===== src/hw/rtl/ipcmq_pkg.sv =====
// ----------------------------------------------------------------------------
// ipcmq_pkg: shared types and codes for the message mailbox
// Opcodes, status codes, configuration register indexes and the request and
// result structs passed between the mailbox modules.
// ----------------------------------------------------------------------------
package ipcmq_pkg;

    typedef logic [2:0] t_opcode;
    typedef logic [2:0] t_status;
    typedef logic       t_cfg_index;

    localparam t_opcode OP_SEND       = 3'd0;
    localparam t_opcode OP_RECEIVE    = 3'd1;
    localparam t_opcode OP_SIGNAL     = 3'd2;
    localparam t_opcode OP_SHUT_CONS  = 3'd3;
    localparam t_opcode OP_SHUT_PROD  = 3'd4;

    localparam t_status ST_OK          = 3'd0;
    localparam t_status ST_UNREACHABLE = 3'd1;
    localparam t_status ST_QUOTA       = 3'd2;
    localparam t_status ST_EMPTY       = 3'd3;
    localparam t_status ST_INVALID     = 3'd4;

    localparam t_cfg_index CFG_QUEUE_QUOTA = 1'b0;
    localparam t_cfg_index CFG_NOTIFY_TAG  = 1'b1;

    localparam logic [4:0] QUOTA_RESET = 5'd16;

    typedef struct packed {
        t_opcode     opcode;
        logic [7:0]  msg_length;
        logic [63:0] msg_payload;
    } t_request;

    typedef struct packed {
        t_status     status;
        logic [3:0]  out_length;
        logic [63:0] out_payload;
        logic        notify_valid;
        logic [31:0] notify_value;
    } t_result;

endpackage


===== src/hw/rtl/ipc_message_queue_with_notify.sv =====
// ----------------------------------------------------------------------------
// ipc_message_queue_with_notify: bounded message mailbox with notification
// Request register, single-pass evaluation against mailbox state and a result
// register, with a two-entry configuration register set.
// ----------------------------------------------------------------------------
// The mailbox returns one result for each request it takes. The request sits
// in the request register while a single evaluation pass updates the indexes,
// count and flags, and the result lands in the result register once the result
// side is free to take it. Throughput is one request per clock as long as the
// result side keeps up; it is set by the single evaluation pass and by the slot
// memory's registered read, which is addressed ahead with the next read index
// and forwards a slot written in that same cycle. Configuration writes take
// effect on the next clock and are meant to be made while the block is idle.
module ipc_message_queue_with_notify #(
    parameter int DEPTH         = 16,
    parameter int PAYLOAD_BYTES = 8
) (
    input  logic        i_clk,
    input  logic        i_rst_n,
    input  logic        i_cfg_wr_en,
    input  logic        i_cfg_index,
    input  logic [31:0] i_cfg_data,
    input  logic        i_in_valid,
    output logic        o_in_ready,
    input  logic [2:0]  i_opcode,
    input  logic [7:0]  i_msg_length,
    input  logic [63:0] i_msg_payload,
    output logic        o_out_valid,
    input  logic        i_out_ready,
    output logic [2:0]  o_status,
    output logic [3:0]  o_out_length,
    output logic [63:0] o_out_payload,
    output logic        o_notify_valid,
    output logic [31:0] o_notify_value
);

    localparam int AW = (DEPTH > 1) ? $clog2(DEPTH) : 1;

    logic                r_in_valid;
    ipcmq_pkg::t_request r_req;
    logic                r_out_valid;
    ipcmq_pkg::t_result  r_out;
    logic [4:0]          r_quota;
    logic [31:0]         r_tag;

    logic                step;
    logic                in_take;
    ipcmq_pkg::t_result  result;
    logic                wr_en;
    logic [AW-1:0]       wr_addr;
    logic [3:0]          wr_length;
    logic [63:0]         wr_payload;
    logic [AW-1:0]       rd_addr;
    logic [3:0]          rd_length;
    logic [63:0]         rd_payload;

    assign step       = r_in_valid && (!r_out_valid || i_out_ready);
    assign o_in_ready = !r_in_valid || step;
    assign in_take    = i_in_valid && o_in_ready;

    always_ff @(posedge i_clk) begin
        if (!i_rst_n) begin
            r_quota <= ipcmq_pkg::QUOTA_RESET;
            r_tag   <= 32'd0;
        end else if (i_cfg_wr_en) begin
            case (i_cfg_index)
                ipcmq_pkg::CFG_QUEUE_QUOTA: r_quota <= i_cfg_data[4:0];
                ipcmq_pkg::CFG_NOTIFY_TAG:  r_tag   <= i_cfg_data;
                default: begin
                end
            endcase
        end
    end

    always_ff @(posedge i_clk) begin
        if (!i_rst_n) begin
            r_in_valid <= 1'b0;
        end else if (in_take) begin
            r_in_valid <= 1'b1;
        end else if (step) begin
            r_in_valid <= 1'b0;
        end
    end

    always_ff @(posedge i_clk) begin
        if (in_take) begin
            r_req.opcode      <= i_opcode;
            r_req.msg_length  <= i_msg_length;
            r_req.msg_payload <= i_msg_payload;
        end
    end

    always_ff @(posedge i_clk) begin
        if (!i_rst_n) begin
            r_out_valid <= 1'b0;
        end else if (step) begin
            r_out_valid <= 1'b1;
        end else if (i_out_ready) begin
            r_out_valid <= 1'b0;
        end
    end

    // hold the result until it is taken
    always_ff @(posedge i_clk) begin
        if (step) begin
            r_out <= result;
        end
    end

    ipcmq_core #(
        .DEPTH         (DEPTH),
        .PAYLOAD_BYTES (PAYLOAD_BYTES),
        .AW            (AW)
    ) u_core (
        .i_clk        (i_clk),
        .i_rst_n      (i_rst_n),
        .i_step       (step),
        .i_req        (r_req),
        .i_quota      (r_quota),
        .i_tag        (r_tag),
        .i_rd_length  (rd_length),
        .i_rd_payload (rd_payload),
        .o_wr_en      (wr_en),
        .o_wr_addr    (wr_addr),
        .o_wr_length  (wr_length),
        .o_wr_payload (wr_payload),
        .o_rd_addr    (rd_addr),
        .o_result     (result)
    );

    ipcmq_store #(
        .DEPTH (DEPTH),
        .AW    (AW)
    ) u_store (
        .i_clk        (i_clk),
        .i_rst_n      (i_rst_n),
        .i_wr_en      (wr_en),
        .i_wr_addr    (wr_addr),
        .i_wr_length  (wr_length),
        .i_wr_payload (wr_payload),
        .i_rd_addr    (rd_addr),
        .o_rd_length  (rd_length),
        .o_rd_payload (rd_payload)
    );

    assign o_out_valid    = r_out_valid;
    assign o_status       = r_out.status;
    assign o_out_length   = r_out.out_length;
    assign o_out_payload  = r_out.out_payload;
    assign o_notify_valid = r_out.notify_valid;
    assign o_notify_value = r_out.notify_value;

endmodule


===== src/hw/rtl/ipcmq_store.sv =====
// ----------------------------------------------------------------------------
// ipcmq_store: message slot memory
// One write port and one registered read port, with forwarding of a write
// that lands on the address being read in the same cycle.
// ----------------------------------------------------------------------------
module ipcmq_store #(
    parameter int DEPTH = 16,
    parameter int AW    = 4
) (
    input  logic          i_clk,
    input  logic          i_rst_n,
    input  logic          i_wr_en,
    input  logic [AW-1:0] i_wr_addr,
    input  logic [3:0]    i_wr_length,
    input  logic [63:0]   i_wr_payload,
    input  logic [AW-1:0] i_rd_addr,
    output logic [3:0]    o_rd_length,
    output logic [63:0]   o_rd_payload
);

    logic [63:0] r_mem_payload [DEPTH];
    logic [3:0]  r_mem_length  [DEPTH];
    logic [63:0] r_rd_payload;
    logic [3:0]  r_rd_length;
    logic        r_fwd_hit;
    logic [63:0] r_fwd_payload;
    logic [3:0]  r_fwd_length;

    always_ff @(posedge i_clk) begin
        if (i_wr_en) begin
            r_mem_payload[i_wr_addr] <= i_wr_payload;
            r_mem_length[i_wr_addr]  <= i_wr_length;
        end
        r_rd_payload  <= r_mem_payload[i_rd_addr];
        r_rd_length   <= r_mem_length[i_rd_addr];
        r_fwd_payload <= i_wr_payload;
        r_fwd_length  <= i_wr_length;
    end

    always_ff @(posedge i_clk) begin
        if (!i_rst_n) begin
            r_fwd_hit <= 1'b0;
        end else begin
            r_fwd_hit <= i_wr_en && (i_wr_addr == i_rd_addr);
        end
    end

    // memory read returns old data on a same-address write: take the new data
    assign o_rd_payload = r_fwd_hit ? r_fwd_payload : r_rd_payload;
    assign o_rd_length  = r_fwd_hit ? r_fwd_length  : r_rd_length;

endmodule


===== src/hw/rtl/ipcmq_core.sv =====
// ----------------------------------------------------------------------------
// ipcmq_core: mailbox state and single-pass request evaluation
// Holds the ring indexes, pending count and flags, evaluates one request
// against them and drives the slot memory write and read addresses.
// ----------------------------------------------------------------------------
module ipcmq_core #(
    parameter int DEPTH         = 16,
    parameter int PAYLOAD_BYTES = 8,
    parameter int AW            = 4
) (
    input  logic                i_clk,
    input  logic                i_rst_n,
    input  logic                i_step,
    input  ipcmq_pkg::t_request i_req,
    input  logic [4:0]          i_quota,
    input  logic [31:0]         i_tag,
    input  logic [3:0]          i_rd_length,
    input  logic [63:0]         i_rd_payload,
    output logic                o_wr_en,
    output logic [AW-1:0]       o_wr_addr,
    output logic [3:0]          o_wr_length,
    output logic [63:0]         o_wr_payload,
    output logic [AW-1:0]       o_rd_addr,
    output ipcmq_pkg::t_result  o_result
);

    localparam int CW   = $clog2(DEPTH + 1);
    localparam int CMPW = (CW > 5) ? CW : 5;

    logic [AW-1:0] r_wr_idx, n_wr_idx;
    logic [AW-1:0] r_rd_idx, n_rd_idx;
    logic [CW-1:0] r_count, n_count;
    logic          r_closed, n_closed;
    logic          r_raised, n_raised;

    logic [CMPW-1:0] quota_ext;
    logic [CMPW-1:0] quota_eff;
    logic [CMPW-1:0] count_ext;
    logic            len_bad;
    logic            send_ok;

    function automatic logic [63:0] byte_mask(input logic [3:0] len);
        logic [63:0] m;
        for (int b = 0; b < 8; b++) begin
            m[8*b +: 8] = (len > 4'(b)) ? 8'hFF : 8'h00;
        end
        return m;
    endfunction

    function automatic logic [AW-1:0] next_idx(input logic [AW-1:0] idx);
        return (idx == AW'(DEPTH - 1)) ? '0 : idx + AW'(1);
    endfunction

    assign quota_ext = CMPW'(i_quota);
    assign quota_eff = (quota_ext > CMPW'(DEPTH)) ? CMPW'(DEPTH) : quota_ext;
    assign count_ext = CMPW'(r_count);
    assign len_bad   = i_req.msg_length > 8'(PAYLOAD_BYTES);

    always_comb begin
        n_wr_idx = r_wr_idx;
        n_rd_idx = r_rd_idx;
        n_count  = r_count;
        n_closed = r_closed;
        n_raised = r_raised;
        send_ok  = 1'b0;
        o_result = '0;
        case (i_req.opcode)
            ipcmq_pkg::OP_SEND: begin
                if (len_bad) begin
                    o_result.status = ipcmq_pkg::ST_INVALID;
                end else if (r_closed) begin
                    o_result.status = ipcmq_pkg::ST_UNREACHABLE;
                end else if (count_ext >= quota_eff) begin
                    o_result.status = ipcmq_pkg::ST_QUOTA;
                end else begin
                    send_ok               = 1'b1;
                    n_wr_idx              = next_idx(r_wr_idx);
                    n_count               = r_count + CW'(1);
                    o_result.notify_valid = !r_raised;
                    n_raised              = 1'b1;
                end
            end
            ipcmq_pkg::OP_RECEIVE: begin
                if (r_closed) begin
                    o_result.status = ipcmq_pkg::ST_UNREACHABLE;
                end else if (r_count == '0) begin
                    o_result.status = ipcmq_pkg::ST_EMPTY;
                end else begin
                    o_result.out_length  = i_rd_length;
                    o_result.out_payload = i_rd_payload & byte_mask(i_rd_length);
                    n_rd_idx             = next_idx(r_rd_idx);
                    n_count              = r_count - CW'(1);
                    n_raised             = 1'b0;
                end
            end
            ipcmq_pkg::OP_SIGNAL: begin
                if (r_closed) begin
                    o_result.status = ipcmq_pkg::ST_UNREACHABLE;
                end else begin
                    o_result.notify_valid = !r_raised;
                    n_raised              = 1'b1;
                end
            end
            ipcmq_pkg::OP_SHUT_CONS: begin
                n_closed = 1'b1;
            end
            ipcmq_pkg::OP_SHUT_PROD: begin
                if (!r_closed) begin
                    o_result.notify_valid = !r_raised;
                    n_raised              = 1'b1;
                end
                n_closed = 1'b1;
            end
            default: begin
                // unused opcodes: drop with success and no state change
            end
        endcase
        o_result.notify_value = o_result.notify_valid ? i_tag : 32'd0;
    end

    always_ff @(posedge i_clk) begin
        if (!i_rst_n) begin
            r_wr_idx <= '0;
            r_rd_idx <= '0;
            r_count  <= '0;
            r_closed <= 1'b0;
            r_raised <= 1'b0;
        end else if (i_step) begin
            r_wr_idx <= n_wr_idx;
            r_rd_idx <= n_rd_idx;
            r_count  <= n_count;
            r_closed <= n_closed;
            r_raised <= n_raised;
        end
    end

    assign o_wr_en      = i_step && send_ok;
    assign o_wr_addr    = r_wr_idx;
    assign o_wr_length  = i_req.msg_length[3:0];
    assign o_wr_payload = i_req.msg_payload & byte_mask(i_req.msg_length[3:0]);
    // look ahead so the registered slot read is ready for the next request
    assign o_rd_addr    = i_step ? n_rd_idx : r_rd_idx;

endmodule


===== config.mk =====
export PLATFORM = sky130hd
export DESIGN_NAME = ipc_message_queue_with_notify
export DESIGN_NICKNAME = d
export VERILOG_FILES = /design/src/hw/rtl/ipcmq_pkg.sv /design/src/hw/rtl/ipc_message_queue_with_notify.sv /design/src/hw/rtl/ipcmq_store.sv /design/src/hw/rtl/ipcmq_core.sv
export SDC_FILE = /design/constraint.sdc
export NUM_CORES = 2
export LEC_CHECK = 0
export ABC_AREA = 0
export BUFFER_PORTS_ARGS = -buffer_cell sky130_fd_sc_hd__buf_2
export CORE_MARGIN = 5
export CORE_UTILIZATION = 61
export CTS_CLUSTER_DIAMETER = 80
export DETAILED_ROUTE_END_ITERATION = 6
export GPL_TIMING_DRIVEN = 1
export PLACE_DENSITY = 0.77
export SYNTH_ARGS = -nofsm -noshare
export SYNTH_HDL_FRONTEND = slang
export SYNTH_SLANG_ARGS = --single-unit

===== constraint.sdc =====
create_clock -name i_clk -period 8.8 [get_ports i_clk]
set_clock_uncertainty 0.2 [all_clocks]
set_input_delay 1.32 -clock i_clk [delete_from_list [all_inputs] [get_ports i_clk]]
set_output_delay 1.32 -clock i_clk [all_outputs]
set_load 0.01 [all_outputs]

==> qor.yml <==
timing:
  layout_setup_ws_ps: 3120
  post-route-min-period_ps: 5680
  setup_tns_ps: 0
  fmaxAchievable_mhz: 176
  hold_viol_final: 0
  fin_crit_sh_pct: 64.6
  rsz0062_at_grt: "no"
  relSlewSlack_pct: 19.4
  report.final.slew_viol_count: 0
  tightest_slew_ps: 1210
  finalSetupViolations: 0
placed_design:
  place_hpwl_um: 65900
  dpl_cell_area_um2: 57300
  port_buffers: 218
  pre_cts_ws_ps: 2790
  gp_congestion: 0.816
  dp_cells: 5199
clock_tree:
  holdBufCountCts: 0
  cts_resized: 0
  clock_path_buffers: 3
  cts_tree: "built"
  post_cts_buffers: 0
  clock_latency_ps: 740
  htreeDepth: 4
  cts_sinks: 1458
  clkSlewWorstSetupHoldPaths_ps: 60
  cts_buffers: 143
  cts_root_buf: "clkbuf_16"
power:
  p_comb_share_pct: 1.6
  powerDensity_nw_per_um2: 226
  leakage_nw: 21.2
  switching_share_pct: 19.4
  p_seq_share_pct: 54.1
  p_int_mw: 11.3
  ir_drop_mv: 0.161
  pwr-share-clk_pct: 44.3
  p_sw_mw: 2.74
cells_and_area:
  mostFrequentLayoutCells: "edfxtp_1, nand2_1, nand3_1"
  area.growth.synth_to_final_pct: 13.0
  final_cells: 5467
  fin_nets: 4295
  num-fill-cells: 5853
  finalInstanceArea_um2: 62200
  layout-drive-gt1-share_pct: 14.1
  final_common_cell: "edfxtp_1"
synthesis:
  synth_top_family_by_area: "simple AND/OR/NAND/NOR gates"
  synth_compound_area_share_pct: 5.51
  netlist_area_um2: 55000
  syn_avg_cell_area_um2: 13.8
  synth_sequential_area_ratio_pct: 76.1
  ys_types: 60
  ys.flop_type: "edfxtp_1"
  synthCells: 3975
  synthArstFlopShare_pct: 0
  synth-edff-count: 1267
  synthSimpleGateAreaFrac_pct: 13.2
  synth-seq-cells: 1458
  synth_xor_area_share_pct: 0.157
  synthAdderAreaFrac_pct: 0.332
  yosys_warnings: 0
  syn_nets: 4102
  synth_mux_area_share_pct: 2.87
critical_path:
  critPathArrivalTime_ps: 5830
  crit_family: "simple AND/OR/NAND/NOR gates"
  crit_path_frequent_cell: "nand2_1"
  critical_path_buf_inv_count: 1
  path_cells: "or2_2 > o21ai_0 > nand2_1 > nor4_2 > nand2_1 > nor2_4 > buf_4"
  cp_slowest_cell: "buf_4"
  crit_fanout: 51
  critPathKind: "flop to flop"
  end_kind: "flop"
  cp-start-kind: "flop"
  required_ps: 8940
  slowest_delay_ps: 960
global_route:
  grt_max_degree: 192
  antenna_found_initial: 2
  grt_pass1_vias: 32692
  grt_overflow: 0
  track_usage_pct: 27.0
  grt_pass1_wl_um: 195000
route:
  wl_per_cell_um: 24.0
  vias: 33270
  first_iter_violations: 4111
  firstDrtPassIters: 6
  vias_per_cell: 6.09
  ant_nets: 0
  drc: 0
  routed_wl_um: 131000
run:
  max_cap_viol_count: 0
die:
  fp.dieH_um: 310
  fp.coreArea_um2: 89700
  num_rows: 110
  start_util_pct: 61.3
  die_width_um: 310
  die-area_um2: 96300
  ioPinCount: 219
status:
  status: "finished, final reports clean"
hold_path:
  hold_class: "flop to flop"
[power by group through the flow]
stage / Clock (mW) / Combinational [mW] / Sequential, mW
finish: 6.24 / 0.220 / 7.62
global route: 6.61 / 0.242 / 7.62
CTS: 6.30 / 0.221 / 7.62
detailed placement: 0 / 0.219 / 7.77
global placement: 0 / 0.213 / 7.77
floorplan: 0 / 0.106 / 7.77
[metrics by stage]
step           hold WS [ps]  util [%]  power, mW
2_1_floorplan           239         -       7.88
3_5_place_dp            256      63.9       7.99
5_1_grt                 282      69.3       14.5
3_3_place_gp            249      63.9       7.98
6_report                260      69.3       14.1
4_1_cts                 263      69.3       14.1
[area by class of cell]
type	instances	area (um^2)	share of cell area, %
inverter	7	26.3	0.0423
tap	1176	1470	2.37
clock buffer	197	4020	6.46
multi-input combinational	2283	12300	19.9
sequential	1458	41900	67.3
clock inverter	70	853	1.37
antenna	1	2.50	0.00402
timing repair buffer	275	1590	2.56
[cell families after synthesis]
kind of cell / count (synthesis)
flops: 1458
buf+inv: 234
simple gates: 1690
compound gates: 417
mux: 153
fa+ha+maj: 14
xor+xnor: 9
[final timing paths]
check,startpoint,endpoint,slack [ps],cells after the start
worst max register to register,r_req[65],u_store.r_mem_payload[7][24],3120,7
worst max-delay path,r_req[65],u_store.r_mem_payload[7][24],3120,7
worst min register to register,r_tag[4],r_tag[4],260,2
worst min-delay path,r_tag[4],r_tag[4],260,2
[synth_stat cells, types with 3 or more instances]
cell type,instances,area (um^2)
edfxtp_1,1267,38000
nand2_1,1037,3890
nand3_1,341,1710
a21oi_1,215,1080
dfxtp_1,191,3820
mux2i_1,145,1450
clkbuf_1,116,435
nor2_1,88,330
buf_2,85,425
nor3_1,76,380
a31oi_1,71,444
nor2b_1,71,444
a2111oi_2,67,1010
and2_1,51,319
a21boi_0,32,240
buf_1,21,78.8
ha_1,13,163
nand2b_1,8,50.1
xnor2_1,8,70.1
inv_1,7,26.3
o21ai_0,6,30.0
a21o_1,4,30.0
mux2_2,4,45.0
o32a_1,4,40.0
buf_4,3,22.5
o21ai_1,3,15.0
[worst min-delay path, stage by stage (launching register included)]
cell and delay, ps:
dfxtp_1 300, nand2_1 40, a21boi_0 60
[routing by layer]
layer  GRT usage, %  vias to the layer above  wire length [um]
met5              0                        -                 0
met4           10.1                        0              4390
met3           4.70                      297             12300
met2           44.1                     1791             64100
met1           37.2                    16354             50300
li1               -                    14828                 -
[registers in the layout, indices dropped and copies added, names as in the netlist, 3 cells and up]
register / flops
u_core.r_rd_idx: 4
u_store.r_mem_payload: 1024
u_store.r_mem_length: 64
u_store.r_fwd_length: 4
o_status: 3
u_store.r_rd_length: 4
u_store.r_fwd_payload: 64
u_store.r_rd_payload: 64
o_notify_value: 32
o_out_length: 4
r_quota: 5
u_core.count_ext: 5
r_tag: 32
o_out_payload: 64
u_core.o_wr_addr: 4
r_req: 75
No activity file was read; power rests on OpenSTA's default activity.
